<file path="src/hw/rtl/upwind_advection_diffusion_cell_top_macros.svh">
// assertion macros shared by the upwind advection-diffusion cell rtl
`ifndef UPWIND_ADVECTION_DIFFUSION_CELL_TOP_MACROS_SVH
`define UPWIND_ADVECTION_DIFFUSION_CELL_TOP_MACROS_SVH

`ifndef SYNTHESIS

`define UDC_ASSERT_IMP(lbl, clk, rstn, ante, cons) \
    lbl: assert property (@(posedge clk) disable iff (!rstn) (ante) |-> (cons)) \
        else $error("udc assertion failed");

`define UDC_ASSERT_NXT(lbl, clk, rstn, ante, cons) \
    lbl: assert property (@(posedge clk) disable iff (!rstn) (ante) |=> (cons)) \
        else $error("udc assertion failed");

`else

`define UDC_ASSERT_IMP(lbl, clk, rstn, ante, cons)

`define UDC_ASSERT_NXT(lbl, clk, rstn, ante, cons)

`endif

`endif

</file>
<file path="src/hw/rtl/udc_pkg.sv">
// types and constants of the upwind advection-diffusion cell
package udc_pkg;

    localparam int VAL_W    = 32;
    localparam int DIF_W    = 33;
    localparam int LAP_W    = 34;
    localparam int COEF_W   = 31;
    localparam int PRD_W    = 64;
    localparam int ACC_W    = 66;
    localparam int NUM_VALS = 9;
    localparam int REG_IDX_W = 3;

    localparam logic [REG_IDX_W-1:0] REG_ADV_X  = 3'd0;
    localparam logic [REG_IDX_W-1:0] REG_ADV_Y  = 3'd1;
    localparam logic [REG_IDX_W-1:0] REG_VORT_X = 3'd2;
    localparam logic [REG_IDX_W-1:0] REG_VORT_Y = 3'd3;
    localparam logic [REG_IDX_W-1:0] REG_TEMP_X = 3'd4;
    localparam logic [REG_IDX_W-1:0] REG_TEMP_Y = 3'd5;
    localparam logic [REG_IDX_W-1:0] REG_BUOY   = 3'd6;

    localparam logic CMD_VORT = 1'b0;
    localparam logic CMD_TEMP = 1'b1;

    typedef struct packed {
        logic [COEF_W-1:0] adv_x;
        logic [COEF_W-1:0] adv_y;
        logic [COEF_W-1:0] vort_x;
        logic [COEF_W-1:0] vort_y;
        logic [COEF_W-1:0] temp_x;
        logic [COEF_W-1:0] temp_y;
        logic [COEF_W-1:0] buoy;
    } cfg_t;

    typedef struct packed {
        logic signed [VAL_W-1:0] c;
        logic signed [DIF_W-1:0] dxu;
        logic signed [DIF_W-1:0] dyu;
        logic signed [LAP_W-1:0] lapx;
        logic signed [LAP_W-1:0] lapy;
        logic signed [DIF_W-1:0] dtemp;
        logic [COEF_W-1:0]       kx;
        logic [COEF_W-1:0]       ky;
        logic [COEF_W-1:0]       kb;
        logic signed [PRD_W-1:0] px;
        logic signed [PRD_W-1:0] py;
    } prep_t;

    typedef struct packed {
        logic signed [VAL_W-1:0] c;
        logic signed [64:0]      axh;
        logic signed [65:0]      axl;
        logic signed [64:0]      ayh;
        logic signed [65:0]      ayl;
        logic signed [65:0]      lx_p;
        logic signed [65:0]      ly_p;
        logic signed [64:0]      bz_p;
    } mul_t;

    typedef struct packed {
        logic signed [ACC_W-1:0] ax;
        logic signed [ACC_W-1:0] ay;
        logic signed [ACC_W-1:0] base;
    } sum_t;

endpackage

</file>
<file path="src/hw/rtl/udc_sat.sv">
// stages four and five: final sum, then saturation to the value range
`include "upwind_advection_diffusion_cell_top_macros.svh"

module udc_sat #(
    parameter int VALUE_WIDTH = 32
) (
    input  logic                      clk,
    input  logic                      rst_n,
    input  logic                      in_valid,
    output logic                      in_ready,
    input  udc_pkg::sum_t             in_data,
    output logic                      out_valid,
    input  logic                      out_ready,
    output logic [udc_pkg::VAL_W-1:0] out_val,
    output logic                      out_sat
);

    localparam int EW = (VALUE_WIDTH < udc_pkg::VAL_W) ? VALUE_WIDTH : udc_pkg::VAL_W;
    localparam int AW = udc_pkg::ACC_W;
    localparam int VW = udc_pkg::VAL_W;
    localparam logic signed [AW-1:0] HI_LIM = $signed((AW'(1) << (EW - 1)) - AW'(1));
    localparam logic signed [AW-1:0] LO_LIM = ~HI_LIM;

    logic signed [AW-1:0] acc_next;
    logic signed [AW-1:0] acc_reg;
    logic                 acc_valid_next;
    logic                 acc_valid_reg;
    logic                 acc_ready;
    logic [VW-1:0]        val_next;
    logic [VW-1:0]        val_reg;
    logic                 sat_next;
    logic                 sat_reg;
    logic                 out_valid_next;
    logic                 out_valid_reg;

    assign acc_next = in_data.base - in_data.ax - in_data.ay;

    always_comb
    begin
        priority if (acc_reg > HI_LIM)
        begin
            val_next = HI_LIM[VW-1:0];
            sat_next = 1'b1;
        end
        else if (acc_reg < LO_LIM)
        begin
            val_next = LO_LIM[VW-1:0];
            sat_next = 1'b1;
        end
        else
        begin
            val_next = acc_reg[VW-1:0];
            sat_next = 1'b0;
        end
    end

    assign acc_ready      = !out_valid_reg || out_ready;
    assign in_ready       = !acc_valid_reg || acc_ready;
    assign acc_valid_next = in_ready ? in_valid : acc_valid_reg;
    assign out_valid_next = acc_ready ? acc_valid_reg : out_valid_reg;

    always_ff @(posedge clk or negedge rst_n)
    begin
        if (!rst_n)
        begin
            acc_valid_reg <= 1'b0;
            out_valid_reg <= 1'b0;
        end
        else
        begin
            acc_valid_reg <= acc_valid_next;
            out_valid_reg <= out_valid_next;
        end
    end

    always_ff @(posedge clk)
    begin
        if (in_valid && in_ready)
        begin
            acc_reg <= acc_next;
        end
        if (acc_valid_reg && acc_ready)
        begin
            val_reg <= val_next;
            sat_reg <= sat_next;
        end
    end

    assign out_valid = out_valid_reg;
    assign out_val   = val_reg;
    assign out_sat   = sat_reg;

    `UDC_ASSERT_IMP(a_sat_at_bound, clk, rst_n, out_valid_reg && sat_reg, (val_reg == HI_LIM[VW-1:0]) || (val_reg == LO_LIM[VW-1:0]))

endmodule

</file>
<file path="config.mk">
export PLATFORM = sky130hd
export DESIGN_NAME = udc_sat
export DESIGN_NICKNAME = d
export VERILOG_FILES = /design/src/hw/rtl/udc_pkg.sv /design/src/hw/rtl/udc_sat.sv
export VERILOG_INCLUDE_DIRS = /design/src /design/src/hw/rtl
export SDC_FILE = /design/constraint.sdc
export NUM_CORES = 1
export LEC_CHECK = 0
export ABC_CLOCK_PERIOD_IN_PS = 2650
export BUFFER_PORTS_ARGS = -buffer_cell sky130_fd_sc_hd__buf_2
export CORE_ASPECT_RATIO = 1.2
export CORE_MARGIN = 2
export CORE_UTILIZATION = 51
export CTS_BUF_LIST = sky130_fd_sc_hd__clkbuf_8
export DETAILED_ROUTE_END_ITERATION = 7
export PLACE_DENSITY = 0.8
export SYNTH_ARGS = -nofsm -noshare
export SYNTH_HDL_FRONTEND = slang
export SYNTH_SLANG_ARGS = --single-unit
export TNS_END_PERCENT = 20
</file>
<file path="constraint.sdc">
create_clock -name clk -period 2.65 [get_ports clk]
set_clock_uncertainty 0.05 [all_clocks]
set_input_delay 0.265 -clock clk [delete_from_list [all_inputs] [get_ports clk]]
set_output_delay 0.265 -clock clk [all_outputs]
set_load 0.01 [all_outputs]
</file>
* Word level (Yosys, flattened, before mapping)
Index checks and enable logic that the tools add are counted.
** Operators by class
- Add/subtract/negate cells :: 2
- Multipliers :: 0
- Divide/modulo/power cells :: 0
- Magnitude comparators :: 2
- Equal/unequal tests :: 0
- Shifts and indexed selects :: 0
- Multiplexer cells :: 2
- Bitwise operators :: 0
- Reduce and logical (&&, ||, !) cells :: 6
** Operators by type and width (count)
- $sub 66x66->66 :: 2
- $gt 66x32->1 const B :: 1
- $lt 66x32->1 const B :: 1
- $mux 32 :: 1
- $logic_and 1x1->1 :: 2
- $logic_not 1->1 :: 2
- $logic_or 1x1->1 :: 2
- $mux 1 :: 1
** Word-level totals
- Register bits :: 101
- Bits in latches :: 0
- RAM bits :: 0
- Bits in read-only memories :: 0
- Input bits :: 202
- Output and inout bits :: 35
- Memories kept :: 0

* Logic depth before layout (Yosys ltp)
- Depth after elaboration :: 4
- Gate-level depth with buffers :: 16

* Worst setup path after synthesis
No wires, ideal clock.
- Kind :: in2reg
- From :: input in_data[66] (netlist bit)
- To :: register acc_reg[60] (data pin)
- Setup time :: 0.262 ns
- Data arrival time :: 3.259 ns
- Data required time :: 2.338 ns
- Setup slack :: -0.922 ns
- Stages :: 15
- Buffers on the path :: 0
- Cells stage by stage :: inv_1 > fa_1 > ha_1 > nor2_1 > fa_1 > nand2b_1 > a21oi_1 > o31a_1 > a31oi_1 > o31a_1 > o21ai_2 > a21oi_1 > o221a_4 > o21bai_1 > xor2_1
** On the way
- Longest elaborated chain between the ends :: 1
** Ends and longest elaborated chain
- from (decl) :: line udc_sat.sv:11 : input udc_pkg::sum_t in_data,
- $sub 66x66->66 :: line udc_sat.sv:36 : assign acc_next = in_data.base - in_data.ax - in_data.ay;
- named net acc_next[60] :: line udc_sat.sv:24 : logic signed [AW-1:0] acc_next;
- to (signal assigned) :: line udc_sat.sv:80 : acc_reg <= acc_next;
- to (decl) :: line udc_sat.sv:25 : logic signed [AW-1:0] acc_reg;
The timed path passes the listed nets, and every way through them passes these cells.
A chain may end at the register's enable or synchronous reset.

* Final worst setup path
- From :: input in_data[0] (netlist bit)
- To :: register acc_reg[62] (data pin)
** On the way
- Longest elaborated chain between the ends :: 2
** Ends and longest elaborated chain (line)
- $sub 66x66->66 (2 in series) :: udc_sat.sv:36
- named net acc_next[62] :: udc_sat.sv:24
The timed path passes the listed nets, and every way through them passes these cells.

==> summary.txt <==
Power
  • Worst IR Drop VDD: 369.0 uV
  • Pleak: 6.255 nW
  • PwrDens: 615.0 nW/um2
  • Power, Total: 7.903 mW

Worst setup path
  • CP max stage cell: fa_2
  • Critical path data required time: 2820 ps
  • Crit end category: flop
  • Critical Path Fanout Max: 3
  • CP Buf/Inv Count: 1
  • Critical Path Source Type: input pin
  • Arrival time of the worst setup path: 3540 ps
  • Crit path kind: input pin to flop
  • Largest stage delay, worst path: 620 ps
  • Cell Chain, Critical Path: buf_6 > fa_2 > ha_4 > nor2_4 > fa_2 > nand2b_4 > a21oi_4 > o211ai_1 > a211o_1 > a21oi_2 > nand2b_4 > or4_4 > a31oi_4 > or4_4 > a21oi_2
  • CP delay by family, top: adder cells

Drt
  • WL per Instance: 14.85 um
  • 1st-iter DRT viols: 692
  • DRT Pass-1 Iters: 5
  • DRC errors left: 0
  • DRT antenna net count: 0
  • DR vias/cell: 5.259
  • Vias post-DR: 8672
  • Final WL: 24.48 mm

Yosys
  • Top post-synthesis cells by area: edfxtp_1 32%, fa_1 14%, ha_1 9.1%
  • Post-synth top area share: 32.17%
  • Synth Net Count: 1324
  • Cell taking the most area after synthesis: edfxtp_1
  • Avg Inst Size Synth: 9.335 um2
  • Number of synthesized flops with an enable pin: 99
  • Register area share after synthesis: 32.71%
  • Cell Area, Synth: 9241 um2
  • Post-Syn Instances: 990
  • Asr flop ratio synth: 1.980%
  • Post-synthesis register bit count: 101
  • Unique cell type count in the Yosys netlist: 61
  • Synth Flop Type: edfxtp_1
  • Synth Warn #: 0

Layout
  • Commonest non-fill, non-tap cell in the layout: buf_2
  • Area Growth Syn to Fin: 39.05%
  • Share of cells above drive strength 1: 38.77%
  • Ant. Diodes: 0
  • Max reg flops: 66
  • Final-stage net count: 1758
  • Most frequent cells in the layout: 233 x buf_2, 222 x buf_4, 147 x inv_1
  • Design Area, Final: 12850 um2

Die
  • I/O pin count: 237
  • Initial Util: 52.39%
  • Die Wd: 126.9 um
  • FP Rows: 53
  • Die area: 19220 um2
  • Die height: 151.5 um
  • CORE AREA: 17640 um2

Placement
  • Gpl congestion: 0.9125
  • Post-DP HPWL: 20.25 mm
  • PortBufs: 236
  • Placed Area: 12330 um2

Timing
  • Worst Slack Setup Final: -712.1 ps
  • Period utilization: 126.9%
  • Slew headroom: 66.77%
  • Final worst path period need: 3362 ps
  • Fin. Hold Viols: 0
  • Fin. max-slew vios: 0
  • Final setup TNS: -17190 ps
  • Fmax: 297.4 MHz
  • Final setup fails: 48
  • Slew @ Worst Pin: 494.0 ps
  • Unrepaired setup endpoints after global routing: yes

Clocking
  • Clock Latency Late Sink: 380 ps
  • CTS clk-pin slew, worst paths: 100 ps
  • CTS tree: yes
  • H-tree Lvls: 3
  • # clock sinks: 101
  • Clk root buf: clkbuf_8
  • Num CTS Buffers: 9
  • Bufs on Longest Clock Path: 2

Global routing
  • First-pass GRT wire length: 40.18 mm
  • Initial antenna violation count: 0
  • Via count of the first global-routing pass: 8915
  • Largest net degree at the start of global routing: 67
  • GRT Total Usage: 25.51%
  • Overflow after GRT: 0

Hold path
  • Worst Hold Class: input pin to flop

Run status
  • Status: finished, violations left
  • Failing checks: negative setup slack

Job
  • Max-Cap Viols: 0
logic make-up (layout without fill, tap and decap cells):
kind of cell | count (synthesis) | count (layout) | share of synthesized area [%]
simple gates | 265 | 265 | 13.20
compound gates | 237 | 237 | 16.33
buf+inv | 189 | 628 | 8.354
fa+ha+maj | 132 | 132 | 23.15
flops | 101 | 101 | 32.71
xor+xnor | 66 | 66 | 6.255
stage by stage:
stage	utilization [%]	hold WS, ps	worst slack [ps]	cells
after global routing	72.85	73.39	-792.6	1649
after detailed placement	69.90	2.017	-1185	1624
final	72.85	69.44	-712.1	1649
after CTS	72.34	61.87	-758.5	1651
after global placement	69.90	-0.1606	-1046	1624
after floorplan	-	-80.59	-729.6	990
metal layers:
metal / part of all wire, % / global-route usage (%)
met1: 39 / 30.52
met2: 53 / 49.11
met3: 5.1 / 2.598
met4: 2.1 / 6.374
met5: 0 / 0
area by class of cell:
cell class	count	area [um2]
Sequential cell	101	3023
Timing Repair Buffer	461	2912
Fill cell	1286	4790
Clock inverter	7	80.08
Inverter	151	576.8
Multi-Input combinational cell	700	5859
Tap cell	220	275.3
Clock buffer	9	123.9
report_power, final:
group | leakage, nW | total, mW | switching [mW] | internal [mW]
clock network | 0.102 | 1.02 | 0.574 | 0.451
registers | 0.962 | 2.44 | 0.147 | 2.30
logic | 5.19 | 4.43 | 2.28 | 2.16
cells in the mapped netlist (3+ instances only):
library cell and n:
nor3_1 10, ha_1 67, and2_1 3, a21o_2 3
xor2_1 30, nand2b_1 10, o31ai_1 9, a31oi_1 6
a21boi_0 4, fa_1 65, nand2_1 126, o211ai_1 5
nor2_1 46, o21bai_1 15, nor4_1 14, edfxtp_1 99
nand3_1 10, nor2b_1 3, a211oi_1 7, o21ai_1 3
buf_1 3, buf_4 4, o21a_1 5, nand4_1 32
xnor2_1 36, a21oi_1 87, o21ai_0 41, a21o_1 33
buf_6 3, clkbuf_1 22, inv_1 151
final timing paths:
path                                             from                         to  slack, ps  cells past startpoint
worst min-delay path                         in_valid  acc_valid_reg$_DFFE_PN0N_         70                      2
min in group asynchronous                       rst_n      out_valid$_DFFE_PN0P_        170                      2
worst max register to register  acc_reg[65]$_DFFE_PP_  out_val[15]$_SDFFCE_PN1P_        470                      6
worst min register to register  acc_reg[25]$_DFFE_PP_  out_val[25]$_SDFFCE_PN1P_        450                      2
max in group asynchronous                       rst_n  acc_valid_reg$_DFFE_PN0N_       2290                      2
worst max-delay path                       in_data[0]      acc_reg[62]$_DFFE_PP_       -710                     15
timing repair:
action,in CTS,in global routing
endpoints found under the setup margin,44,50
gates resized for setup,33,22
hold endpoints to repair,2,0
pin swaps,26,22
setup buffers,10,5
hold buffers,1,0
cloned,0,0
worst register-to-register path: stages, from the launching register on:
cell and delay (ps):
edfxtp_1 530, nor4_1 370, nand4_1 150, nor2_1 170
a41o_1 190, buf_4 330, nand2_1 140
Note: power is estimated with default switching activity, not from simulation.
