==> src/hw/rtl/upwind_advection_diffusion_cell_top_macros.svh <==
// assertion macros shared by the upwind advection-diffusion cell rtl
`ifndef UPWIND_ADVECTION_DIFFUSION_CELL_TOP_MACROS_SVH
`define UPWIND_ADVECTION_DIFFUSION_CELL_TOP_MACROS_SVH

`ifndef SYNTHESIS

`define UDC_ASSERT_IMP(lbl, clk, rstn, ante, cons) \
    lbl: assert property (@(posedge clk) disable iff (!rstn) (ante) |-> (cons)) \
        else $error("udc assertion failed");

`define UDC_ASSERT_NXT(lbl, clk, rstn, ante, cons) \
    lbl: assert property (@(posedge clk) disable iff (!rstn) (ante) |=> (cons)) \
        else $error("udc assertion failed");

`else

`define UDC_ASSERT_IMP(lbl, clk, rstn, ante, cons)

`define UDC_ASSERT_NXT(lbl, clk, rstn, ante, cons)

`endif

`endif

==> src/hw/rtl/udc_pkg.sv <==
// types and constants of the upwind advection-diffusion cell
package udc_pkg;

    localparam int VAL_W    = 32;
    localparam int DIF_W    = 33;
    localparam int LAP_W    = 34;
    localparam int COEF_W   = 31;
    localparam int PRD_W    = 64;
    localparam int ACC_W    = 66;
    localparam int NUM_VALS = 9;
    localparam int REG_IDX_W = 3;

    localparam logic [REG_IDX_W-1:0] REG_ADV_X  = 3'd0;
    localparam logic [REG_IDX_W-1:0] REG_ADV_Y  = 3'd1;
    localparam logic [REG_IDX_W-1:0] REG_VORT_X = 3'd2;
    localparam logic [REG_IDX_W-1:0] REG_VORT_Y = 3'd3;
    localparam logic [REG_IDX_W-1:0] REG_TEMP_X = 3'd4;
    localparam logic [REG_IDX_W-1:0] REG_TEMP_Y = 3'd5;
    localparam logic [REG_IDX_W-1:0] REG_BUOY   = 3'd6;

    localparam logic CMD_VORT = 1'b0;
    localparam logic CMD_TEMP = 1'b1;

    typedef struct packed {
        logic [COEF_W-1:0] adv_x;
        logic [COEF_W-1:0] adv_y;
        logic [COEF_W-1:0] vort_x;
        logic [COEF_W-1:0] vort_y;
        logic [COEF_W-1:0] temp_x;
        logic [COEF_W-1:0] temp_y;
        logic [COEF_W-1:0] buoy;
    } cfg_t;

    typedef struct packed {
        logic signed [VAL_W-1:0] c;
        logic signed [DIF_W-1:0] dxu;
        logic signed [DIF_W-1:0] dyu;
        logic signed [LAP_W-1:0] lapx;
        logic signed [LAP_W-1:0] lapy;
        logic signed [DIF_W-1:0] dtemp;
        logic [COEF_W-1:0]       kx;
        logic [COEF_W-1:0]       ky;
        logic [COEF_W-1:0]       kb;
        logic signed [PRD_W-1:0] px;
        logic signed [PRD_W-1:0] py;
    } prep_t;

    typedef struct packed {
        logic signed [VAL_W-1:0] c;
        logic signed [64:0]      axh;
        logic signed [65:0]      axl;
        logic signed [64:0]      ayh;
        logic signed [65:0]      ayl;
        logic signed [65:0]      lx_p;
        logic signed [65:0]      ly_p;
        logic signed [64:0]      bz_p;
    } mul_t;

    typedef struct packed {
        logic signed [ACC_W-1:0] ax;
        logic signed [ACC_W-1:0] ay;
        logic signed [ACC_W-1:0] base;
    } sum_t;

endpackage

==> src/hw/rtl/udc_sum.sv <==
// stage three: floor scaling of each term and the base partial sum (center plus diffusion minus buoyancy)
module udc_sum (
    input  logic          clk,
    input  logic          rst_n,
    input  logic          in_valid,
    output logic          in_ready,
    input  udc_pkg::mul_t in_data,
    output logic          out_valid,
    input  logic          out_ready,
    output udc_pkg::sum_t out_data
);

    localparam int AW = udc_pkg::ACC_W;

    logic signed [AW-1:0] lx;
    logic signed [AW-1:0] ly;
    logic signed [AW-1:0] bz;
    udc_pkg::sum_t        data_next;
    udc_pkg::sum_t        data_reg;
    logic                 valid_next;
    logic                 valid_reg;

    assign lx = in_data.lx_p >>> 16;
    assign ly = in_data.ly_p >>> 16;
    assign bz = AW'(in_data.bz_p) >>> 16;

    always_comb
    begin
        // floor of (hi * 2^32 + lo) / 2^32 is hi + floor(lo / 2^32)
        data_next.ax   = AW'(in_data.axh) + (in_data.axl >>> 32);
        data_next.ay   = AW'(in_data.ayh) + (in_data.ayl >>> 32);
        data_next.base = AW'(in_data.c) + lx + ly - bz;
    end

    assign in_ready   = !valid_reg || out_ready;
    assign valid_next = in_ready ? in_valid : valid_reg;

    always_ff @(posedge clk or negedge rst_n)
    begin
        if (!rst_n)
        begin
            valid_reg <= 1'b0;
        end
        else
        begin
            valid_reg <= valid_next;
        end
    end

    always_ff @(posedge clk)
    begin
        if (in_valid && in_ready)
        begin
            data_reg <= data_next;
        end
    end

    assign out_valid = valid_reg;
    assign out_data  = data_reg;

endmodule

==> config.mk <==
export PLATFORM = sky130hd
export DESIGN_NAME = udc_sum
export DESIGN_NICKNAME = d
export VERILOG_FILES = /design/src/hw/rtl/upwind_advection_diffusion_cell_top_macros.svh /design/src/hw/rtl/udc_pkg.sv /design/src/hw/rtl/udc_sum.sv
export SDC_FILE = /design/constraint.sdc
export NUM_CORES = 1
export LEC_CHECK = 0
export BUFFER_PORTS_ARGS = -buffer_cell sky130_fd_sc_hd__clkbuf_2
export CAP_MARGIN = 20
export CORE_AREA = 2 2 273 275
export DETAILED_ROUTE_END_ITERATION = 12
export DIE_AREA = 0 0 275 277
export PLACE_DENSITY = 0.5
export SETUP_SLACK_MARGIN = 0.2
export SYNTH_ARGS = -nofsm -noshare
export SYNTH_HDL_FRONTEND = slang
export SYNTH_SLANG_ARGS = --single-unit
==> constraint.sdc <==
create_clock -name clk -period 6.2 [get_ports clk]
set_input_delay 0.93 -clock clk [delete_from_list [all_inputs] [get_ports clk]]
set_output_delay 0.93 -clock clk [all_outputs]
set_load 0.01 [all_outputs]
# --- After elaboration in Yosys (flattened, before gate mapping) ---
# Cells that the tools add are included.
word_totals:
  out_inout_bits: 200
  regBits: 199
  wordCells: 12
classes:
  reduce_logical: 3
  add_sub_neg: 5
ops:
  columns: ["cell", "count"]
  rows:
  - ["$add A65 B34 Y66", 2]
  - ["$sub A52 B49 Y53", 1]
  - ["$add A51 B50 Y52", 1]
  - ["$add A32 B50 Y51", 1]
  - ["$logic_and A1 B1 Y1", 1]
  - ["$logic_not A1 Y1", 1]
  - ["$logic_or A1 B1 Y1", 1]

# --- Logic depth before layout (Yosys ltp) ---
# Gate-level depths: netlist of the first run.
logic_depth:
  depth_word: 3
  ltp_mapped: 17
  depth_no_buf: 17

# --- Least setup slack after synthesis of the first run ---
# No wires, ideal clock.
synth_path:
  path_type: "in2reg"
  from: "input port out_ready"
  to: "register data_reg (netlist bit out_data[0]), enable pin"
  path_slack_ps: 259
  cell_stages: 2
  setup_ps: 568
  t_required_ps: 5632
  arrival_time_ps: 5372
  cell_sequence: "nand2b_1 -> and2_1"
synth_between:
  elab_chain_cells: 2
synth_lines:
  columns: ["item", "line_no", "text"]
  rows:
  - ["start, declared", "udc_sum.sv:9", "input logic out_ready,"]
  - ["$logic_or A1 B1 Y1", "udc_sum.sv:35", "assign in_ready = !valid_reg || out_ready;"]
  - ["$logic_and A1 B1 Y1", "udc_sum.sv:52", "if (in_valid && in_ready)"]
  - ["end signal, assigned", "udc_sum.sv:54", "data_reg <= data_next;"]
  - ["end, declared", "udc_sum.sv:19", "udc_pkg::sum_t data_reg;"]
# No other way between the ends.
# A chain may end at the register's enable or synchronous reset.

==> impl_metrics.py, run 1 <==
metrics = {
    "grt": {
        "grt_usage": 0.181,
        "antenna_found_initial": 23,
        "grt_first_pass_wirelength_um": 103000,
        "grt.overflow.total": 0,
        "grt_max_degree": 98,
        "first_global_vias": 17195,
    },
    "clocking": {
        "cts_root_buf": "clkbuf_16",
        "numCtsBuffers": 17,
        "clockBufferDepth": 2,
        "cts_hold_buf": 0,
        "cts_sinks": 186,
        "post-cts-setup-buffers": 0,
        "clk-insertion-delay-late_ps": 500,
        "htree_levels": 4,
        "ctsResizeCount": 0,
        "cts_tree": "built",
        "clk_pin_slew_ps": 80,
    },
    "critical_path": {
        "cp_max_fo": 3,
        "cp-start-kind": "primary input",
        "rrSetupSlack_ps": 3910,
        "cp-end-kind": "flip-flop",
        "worstPathRequired_ps": 6450,
        "arrival_ps": 5350,
        "path_class": "primary input to flip-flop",
    },
    "floorplanning": {
        "initial_core_util": 0.262,
        "die_w_um": 275,
        "core.rowCount": 100,
        "fp.dieArea_um2": 76200,
        "die_h_um": 277,
        "core_area_um2": 73600,
        "ios": 695,
    },
    "run_status": {
        "status": "complete, no violations",
    },
    "drt": {
        "vias": 17214,
        "drtAntennaViolNets": 0,
        "first_iter_violations": 1009,
        "wl_per_cell_um": 19.2,
        "drc": 0,
        "wl_um": 69900,
        "dr.pass1.iters": 5,
        "via_per_inst": 4.74,
    },
    "timing": {
        "worst_slack_ps": 1100,
        "fmax_mhz": 196,
        "fin_crit_ps": 5100,
        "slew_headroom": 0.388,
        "slew_violations": 0,
        "post-route-period-util": 0.822,
        "finalSetupViolations": 0,
        "skew_ps": 21.0,
        "rsz0062_at_grt": "no",
        "hold_viol_final": 0,
        "tns_ps": 0,
        "worst_pin_slew_ps": 918,
        "hold-worst-slack_ps": 185,
    },
    "yosys": {
        "yosys_warnings": 0,
        "yosys-mux-area-fraction": 0,
        "synth_top_family_by_area": "adder cells",
        "synth_compound_gate_area_share": 0.210,
        "synth.net_count": 2920,
        "synthCells": 2140,
        "synth-edff-count": 185,
        "synth.avg_cell_area_um2": 9.01,
        "synth_cell_type_count": 76,
        "synth.most_common_cell": "inv_1",
        "synthAdderAreaFrac": 0.225,
        "async_flop_share": 0.00538,
        "synth_top_area_cell": "edfxtp_1",
        "synth-simple-area-share": 0.113,
        "synth_area_leaders": "edfxtp_1, ha_1, fa_1",
        "synth_top_area_share": 0.288,
        "synthFlopType": "edfxtp_1",
        "ys_ff_latch": 186,
        "synth_xor_xnor_area_share": 0.0759,
        "syn_area_um2": 19300,
        "yosys-top-cells-count": "inv_1, a21oi_1, edfxtp_1, ha_1, nand2_1",
        "ys_seq_area_frac": 0.289,
    },
    "cells_and_area": {
        "stdcell_area_um2": 23600,
        "stdcell_count": 3635,
        "postLayoutCoreUtil": 0.321,
        "multi_input_area_um2": 12000,
        "nets": 3427,
        "seqCellArea_um2": 5580,
        "drive_above_1_share": 0.245,
        "fillers": 7827,
        "synthToLayoutAreaGrowth_pct": 22.7,
    },
    "placed_design": {
        "gp_congestion": 0.899,
        "dpl_cell_area_um2": 23000,
        "dp_cells": 3597,
        "pre_cts_slack_ps": 655,
        "io_buffers": 582,
        "hpwl_um": 59400,
    },
    "power_and_ir_drop": {
        "p_leak_nw": 11.4,
        "p_per_area_nw_per_um2": 263,
        "power_mw": 6.21,
        "irDropWorstVdd_v": 0.000209,
    },
    "worst_hold_path": {
        "hp-class": "primary input to asynchronous set/reset pin",
    },
    "flow_run": {
        "drv_cap": 0,
    },
}
==> logic make-up after synthesis <==
group / after synthesis
xor+xnor: 167
flops: 186
compound gates: 629
buf+inv: 427
simple gates: 446
fa+ha+maj: 285
==> registers in the layout, summed over array words and instances (netlist names) <==
signal and flops:
out_data 185, out_valid 1
==> power breakdown <==
part / switching, mW / internal, mW
combinational: 1.91 / 1.24
sequential: 0.0838 / 1.76
clock: 0.581 / 0.644
==> layer usage <==
metal / up-vias / part of all wire / track usage
met5: - / 0.0027 / 0
met4: 32 / 0.015 / 0.0450
met3: 75 / 0.090 / 0.0667
met2: 459 / 0.45 / 0.283
met1: 8127 / 0.45 / 0.236
li1: 8521 / - / -
==> cells in the final DEF (no fill, tap or decap), types with 26 or more instances in the layout <==
master and instances:
clkbuf_2 582, inv_1 328, a21oi_1 208, edfxtp_1 185, ha_1 182, nand2_1 140, xnor2_1 107, o21ai_0 104
fa_1 103, a21o_1 100, nor2_1 91, xor2_1 60, nand4_1 57, nand3_1 36, o21bai_1 32, nor3_1 27
a31oi_1 26
==> area by class of cell <==
cell class | instances | share of cell area
well taps | 969 | 0.0513
clock buffers | 18 | 0.0182
diodes | 6 | 0.000635
clock inverters | 14 | 0.00794
flip-flops and latches | 186 | 0.236
multi-input cells | 1527 | 0.509
repair buffers | 587 | 0.125
inverters | 328 | 0.0521
==> worst max-delay path, cell delays in order <==
cell      delay, ps
clkbuf_2         80
inv_1            50
fa_1            530
inv_1            50
fa_1            500
inv_1            50
ha_1            220
fa_1            430
a211oi_1        400
o21ai_1         230
a31o_2          330
nand3_1         110
nand3_1         180
a221o_1         440
a41oi_1         410
o31ai_1         150
a21oi_1         190
xnor2_1          80
==> worst paths after layout <==
path | start | cells past startpoint | end
worst max-delay path | in_data[17] | 18 | out_data[49]
worst min-delay path | rst_n | 1 | out_valid
worst max register to register | out_valid | 3 | out_data[171]
worst min register to register | out_valid | 2 | out_valid
max in group asynchronous | rst_n | 1 | out_valid
min in group clk | out_valid | 2 | out_valid
(Power assumes the default switching activity.)
==> inputs of run 2 (changes only) <==
Clock period 6.2 ns to 4.8 ns, I/O delays scaled along.
==> run 2 against run 1 <==
  * Utilization is 0.46 points higher
  * Clock power is 19% higher
  * Cell area is 1.4% higher
  * Sequential power is 30% higher
  * Flip-flop and latch count stayed put
  * Power is 30% higher
  * Via count is 1.5% higher
  * Highest routed layer unchanged
==> impl_metrics.py, run 2 (same netlist as run 1, synthesis figures left out) <==
metrics = {
    "power_and_ir_drop": {
        "p_switching_mw": 3.37,
        "swShare": 0.416,
        "clkPwrFrac": 0.179,
        "p_per_area_nw_per_um2": 338,
        "combPwrFrac": 0.527,
        "p_leak_nw": 11.7,
        "irDropWorstVdd_v": 0.000259,
        "p_int_mw": 4.73,
        "power_mw": 8.10,
        "power_frac_seq": 0.295,
    },
    "critical_path": {
        "worstPathRequired_ps": 5050,
        "cp-end-kind": "flip-flop",
        "arrival_ps": 4730,
        "critPathLaunch": "in_data[17]",
        "cp_cell_sequence": "clkbuf_2 -> inv_1 -> fa_1 -> inv_1 -> fa_1 -> inv_1 -> ha_1 -> fa_1 -> a211oi_2 -> buf_4 -> o21ai_1 -> a31o_2 -> nand3_1 -> nand3_2 -> a221o_1 -> a41oi_2 -> buf_4 -> o31ai_1 -> a21oi_1 -> xnor2_1",
        "cp_max_fo": 3,
        "critPathTopFamily": "adder cells",
        "critPathSlowestCell": "fa_1",
        "crit_buf_inv": 6,
        "path_class": "primary input to flip-flop",
        "cpPeakStageDelay_ps": 520,
        "cp-start-kind": "primary input",
        "r2r_start": "out_valid",
    },
    "drt": {
        "drtAntennaViolNets": 0,
        "dr.pass1.iters": 5,
        "first_iter_violations": 1004,
        "drc": 0,
        "via_per_inst": 4.75,
        "wl_per_cell_um": 19.2,
        "wl_um": 70500,
        "vias": 17480,
    },
    "grt": {
        "first_global_vias": 17625,
        "grt_max_degree": 59,
        "grt.overflow.total": 0,
        "grt_first_pass_wirelength_um": 105000,
        "gr-usage-met3": 0.0608,
        "grt.busiest_layer": "met2",
        "gr-usage-met1": 0.243,
        "antenna_found_initial": 20,
        "met2_usage": 0.288,
        "grt_usage": 0.184,
    },
    "cells_and_area": {
        "mostFrequentLayoutCells": "clkbuf_2, inv_1, a21oi_1",
        "postLayoutCoreUtil": 0.326,
        "nets": 3475,
        "fillers": 7866,
        "largest_register_ff_count": 185,
        "layout_commonest_cell": "clkbuf_2",
        "stdcell_count": 3682,
        "drive_above_1_share": 0.260,
        "synthToLayoutAreaGrowth_pct": 24.4,
    },
    "timing": {
        "slew_violations": 0,
        "post-route-period-util": 0.934,
        "fmax_mhz": 223,
        "worst_slack_ps": 316,
        "slew_headroom": 0.466,
        "hold_viol_final": 0,
        "skew_ps": 18.5,
        "rsz0062_at_grt": "yes",
        "finalSetupViolations": 0,
        "worst_pin_slew_ps": 800,
        "fin_crit_ps": 4480,
    },
    "placed_design": {
        "pre_cts_slack_ps": -262,
        "hpwl_um": 60600,
        "io_buffers": 582,
        "dp_cells": 3644,
        "gp_congestion": 0.932,
    },
    "clocking": {
        "cts_tree": "built",
        "cts_sinks": 186,
        "post-cts-setup-buffers": 0,
        "clockBufferDepth": 2,
        "clk_pin_slew_ps": 80,
        "numCtsBuffers": 17,
        "htree_levels": 4,
        "cts_root_buf": "clkbuf_16",
        "clk-insertion-delay-late_ps": 490,
    },
    "run_status": {
        "status": "complete, no violations",
    },
    "floorplanning": {
        "die_h_um": 277,
        "initial_core_util": 0.262,
        "die_w_um": 275,
        "fp.dieArea_um2": 76200,
        "core_area_um2": 73600,
        "core.rowCount": 100,
        "ios": 695,
    },
    "worst_hold_path": {
        "hold_path.startpoint": "in_valid",
        "hp-class": "primary input to flip-flop",
    },
    "flow_run": {
        "drv_cap": 0,
    },
}
==> run 2: cell types whose count changed in the layout (fill, tap and decap cells not counted), moves of 2 or more <==
cell / before / now
inv_6: 4 / 2
clkinv_4: 0 / 2
bufinv_16: 3 / 0
inv_8: 1 / 4
buf_4: 4 / 50
==> run 2: layer usage <==
layer  vias to the layer above  wire length (µm)
met3                        70              5780
li1                       8622                 -
met2                       455             31600
met5                         -               179
met4                        28              1000
met1                      8305             32000
==> run 2: final timing paths <==
kind,endpoint,slack (ps),depth (start not counted)
worst max-delay path,out_data[49],320,20
worst min register to register,out_valid,560,2
worst min-delay path,out_valid,440,2
min in group asynchronous,out_valid,540,2
worst max register to register,out_data[170],2750,3
max in group asynchronous,out_valid,4180,2
==> run 2: metrics by stage <==
step                instance area (µm²)  hold WS [ps]  TNS (ps)
global route                      24000           418         0
floorplan                         19300           424         0
CTS                               23900           389         0
global placement                  23400           497     -1460
detailed placement                23400           498     -1280
finish                            24000           442         0
==> run 2: worst register-to-register path: cells and delay by family, from the launching register on <==
family	cells	cell delay [ps]
buffers and inverters	1	540
AND/OR/NAND/NOR	2	770
flip-flops	1	390
==> run 2: final cells by class <==
type | count | area, µm² | share of cell area
flip-flops and latches | 186 | 5580 | 0.233
diodes | 5 | 12.5 | 0.000522
clock buffers | 18 | 429 | 0.0179
repair buffers | 635 | 3340 | 0.139
clock inverters | 14 | 131 | 0.00548
well taps | 969 | 1210 | 0.0505
inverters | 328 | 1230 | 0.0513
multi-input cells | 1527 | 12100 | 0.502
==> run 2: power by group through the flow <==
stage	clock (mW)	sequential [mW]	combinational [mW]
2_1_floorplan	0	2.55	2.54
3_3_place_gp	0	2.42	4.27
3_5_place_dp	0	2.42	4.25
4_1_cts	1.53	2.39	4.27
5_1_grt	1.57	2.41	4.76
6_report	1.45	2.39	4.26
==> run 2: repair_timing <==
action | 4_1_cts | 5_1_grt
hold buffers | 1 | 0
hold endpoints to repair | 1 | 0
setup endpoints to repair | 0 | 6
resized for setup | 0 | 5
==> inputs of run 3 (changes only) <==
Settings changed: RECOVER_POWER from default to 50.
==> run 3 against run 2 <==
  * Fmax is 0.42% lower
  * Die area did not move
  * Flip-flop and latch count is the same
  * Critical path depth did not move
  * Worst hold slack got worse by 7.3 ps
  * Power is 0.88% lower
  * Worst setup slack lost 19 ps
  * Clock power barely moved
  * Non-clock buffer count did not move
  * Register-to-register slack got worse by 2100 ps
  * The run now ends with capacitance limit, slew limit left
  * Global-route usage unchanged
  * Count of clock-buffer cells in the layout unchanged
==> impl_metrics.py, run 3 (same netlist as run 1, synthesis figures left out) <==
metrics = {
    "grt": {
        "grt_usage": 0.184,
        "first_global_vias": 17625,
        "grt.overflow.total": 0,
        "gr-usage-met3": 0.0608,
        "grt_max_degree": 59,
        "met2_usage": 0.288,
        "gr-usage-met1": 0.243,
        "grt_first_pass_wirelength_um": 105000,
        "antenna_found_initial": 20,
        "grt.busiest_layer": "met2",
    },
    "critical_path": {
        "worstPathRequired_ps": 5050,
        "arrival_ps": 4750,
        "cp-start-kind": "primary input",
        "path_class": "primary input to flip-flop",
        "cp-end-kind": "flip-flop",
        "cp_max_fo": 3,
    },
    "clocking": {
        "numCtsBuffers": 17,
        "cts_tree": "built",
        "cts_sinks": 186,
        "cts_root_buf": "clkbuf_16",
        "clk_pin_slew_ps": 80,
        "clockBufferDepth": 2,
        "htree_levels": 4,
        "clk-insertion-delay-late_ps": 490,
    },
    "power_and_ir_drop": {
        "power_frac_seq": 0.297,
        "irDropWorstVdd_v": 0.000259,
        "p_per_area_nw_per_um2": 338,
        "combPwrFrac": 0.522,
        "p_int_mw": 4.66,
        "clkPwrFrac": 0.181,
        "p_leak_nw": 11.1,
        "p_switching_mw": 3.36,
        "swShare": 0.419,
        "power_mw": 8.03,
    },
    "placed_design": {
        "hpwl_um": 60600,
        "pre_cts_slack_ps": -262,
        "gp_congestion": 0.932,
        "io_buffers": 582,
    },
    "drt": {
        "wl_um": 70700,
        "dr.pass1.iters": 7,
        "vias": 17473,
        "via_per_inst": 4.75,
        "first_iter_violations": 1036,
        "wl_per_cell_um": 19.2,
        "drtAntennaViolNets": 0,
        "drc": 0,
    },
    "floorplanning": {
        "ios": 695,
        "die_w_um": 275,
        "die_h_um": 277,
        "core.rowCount": 100,
        "initial_core_util": 0.262,
        "core_area_um2": 73600,
        "fp.dieArea_um2": 76200,
    },
    "timing": {
        "fmax_mhz": 222,
        "finalSetupViolations": 0,
        "slew_violations": 103,
        "tns_ps": 0,
        "skew_ps": 17.8,
        "slew_headroom": -0.676,
        "fin_crit_ps": 4500,
        "worst_slack_ps": 298,
        "post-route-period-util": 0.938,
        "hold_viol_final": 0,
        "rsz0062_at_grt": "yes",
        "worst_pin_slew_ps": 2510,
    },
    "cells_and_area": {
        "synthToLayoutAreaGrowth_pct": 23.1,
        "drive_above_1_share": 0.189,
        "mostFrequentLayoutCells": "clkbuf_2, inv_1, a21oi_1",
        "fillers": 7953,
        "nets": 3475,
        "largest_register_ff_count": 185,
        "layout_commonest_cell": "clkbuf_2",
    },
    "run_status": {
        "violations": "capacitance limit, slew limit",
        "status": "finished with violations",
    },
    "flow_run": {
        "drv_cap": 2,
    },
    "worst_hold_path": {
        "hp-class": "primary input to flip-flop",
    },
}
## run 3: cell types whose count changed in the layout (fill, tap and decap cells not counted)
cell	change
and2_0	+1
and2_4	-1
buf_12	-1
clkbuf_1	+191
clkbuf_2	-190
diode_2	-1
## run 3: cell type report
class	instances	area, µm²	area share
multi-input cells	1527	12000	0.508
flip-flops and latches	186	5580	0.235
repair buffers	635	3080	0.130
inverters	328	1230	0.0519
well taps	969	1210	0.0511
clock buffers	18	429	0.0181
clock inverters	14	131	0.00554
diodes	4	10.0	0.000422
## run 3: final timing paths
check	end	slack, ps	from	cells after the start
worst min register to register	out_valid	560	out_valid	2
min in group asynchronous	out_valid	540	rst_n	2
max in group asynchronous	out_valid	4180	rst_n	2
worst max register to register	out_data[120]	620	out_valid	3
worst min-delay path	out_valid	430	in_valid	2
worst max-delay path	out_data[49]	300	in_data[17]	20
## run 3: critical path: stages
cell	delay, ps
clkbuf_1	110
inv_1	70
fa_1	520
inv_1	50
fa_1	500
inv_1	40
ha_1	220
fa_1	410
a211oi_2	190
buf_4	140
o21ai_1	130
a31o_2	300
nand3_1	120
nand3_2	120
a221o_1	410
a41oi_2	220
buf_4	150
o31ai_1	70
a21oi_1	180
xnor2_1	80
## run 3: stage by stage
| step | utilization | cell area, µm² | instances | hold WS, ps |
|---|---|---|---|---|
| floorplan | - | 19300 | 2140 | 424 |
| global placement | 0.318 | 23400 | 3644 | 497 |
| detailed placement | 0.318 | 23400 | 3644 | 498 |
| CTS | 0.326 | 23900 | 3677 | 389 |
| global route | 0.323 | 23700 | 3681 | 413 |
| finish | 0.323 | 23700 | 3681 | 435 |
## run 3: layer usage
| layer | vias up | routed length [µm] |
|---|---|---|
| li1 | 8622 | - |
| met1 | 8260 | 31700 |
| met2 | 493 | 31700 |
| met3 | 70 | 6120 |
| met4 | 28 | 1000 |
| met5 | - | 179 |
## run 3: what timing repair did
item / in CTS / in global routing
buffers inserted: 0 / 0
hold buffers: 1 / 0
gates resized for setup: 0 / 5
hold endpoints to repair: 1 / 0
endpoints found under the setup margin: 0 / 6
## run 3: power groups by stage
stage / clock [mW] / sequential [mW] / combinational, mW
after floorplan: 0 / 2.55 / 2.54
after global placement: 0 / 2.42 / 4.27
after detailed placement: 0 / 2.42 / 4.25
after CTS: 1.53 / 2.39 / 4.27
after global routing: 1.57 / 2.42 / 4.69
final: 1.45 / 2.39 / 4.19
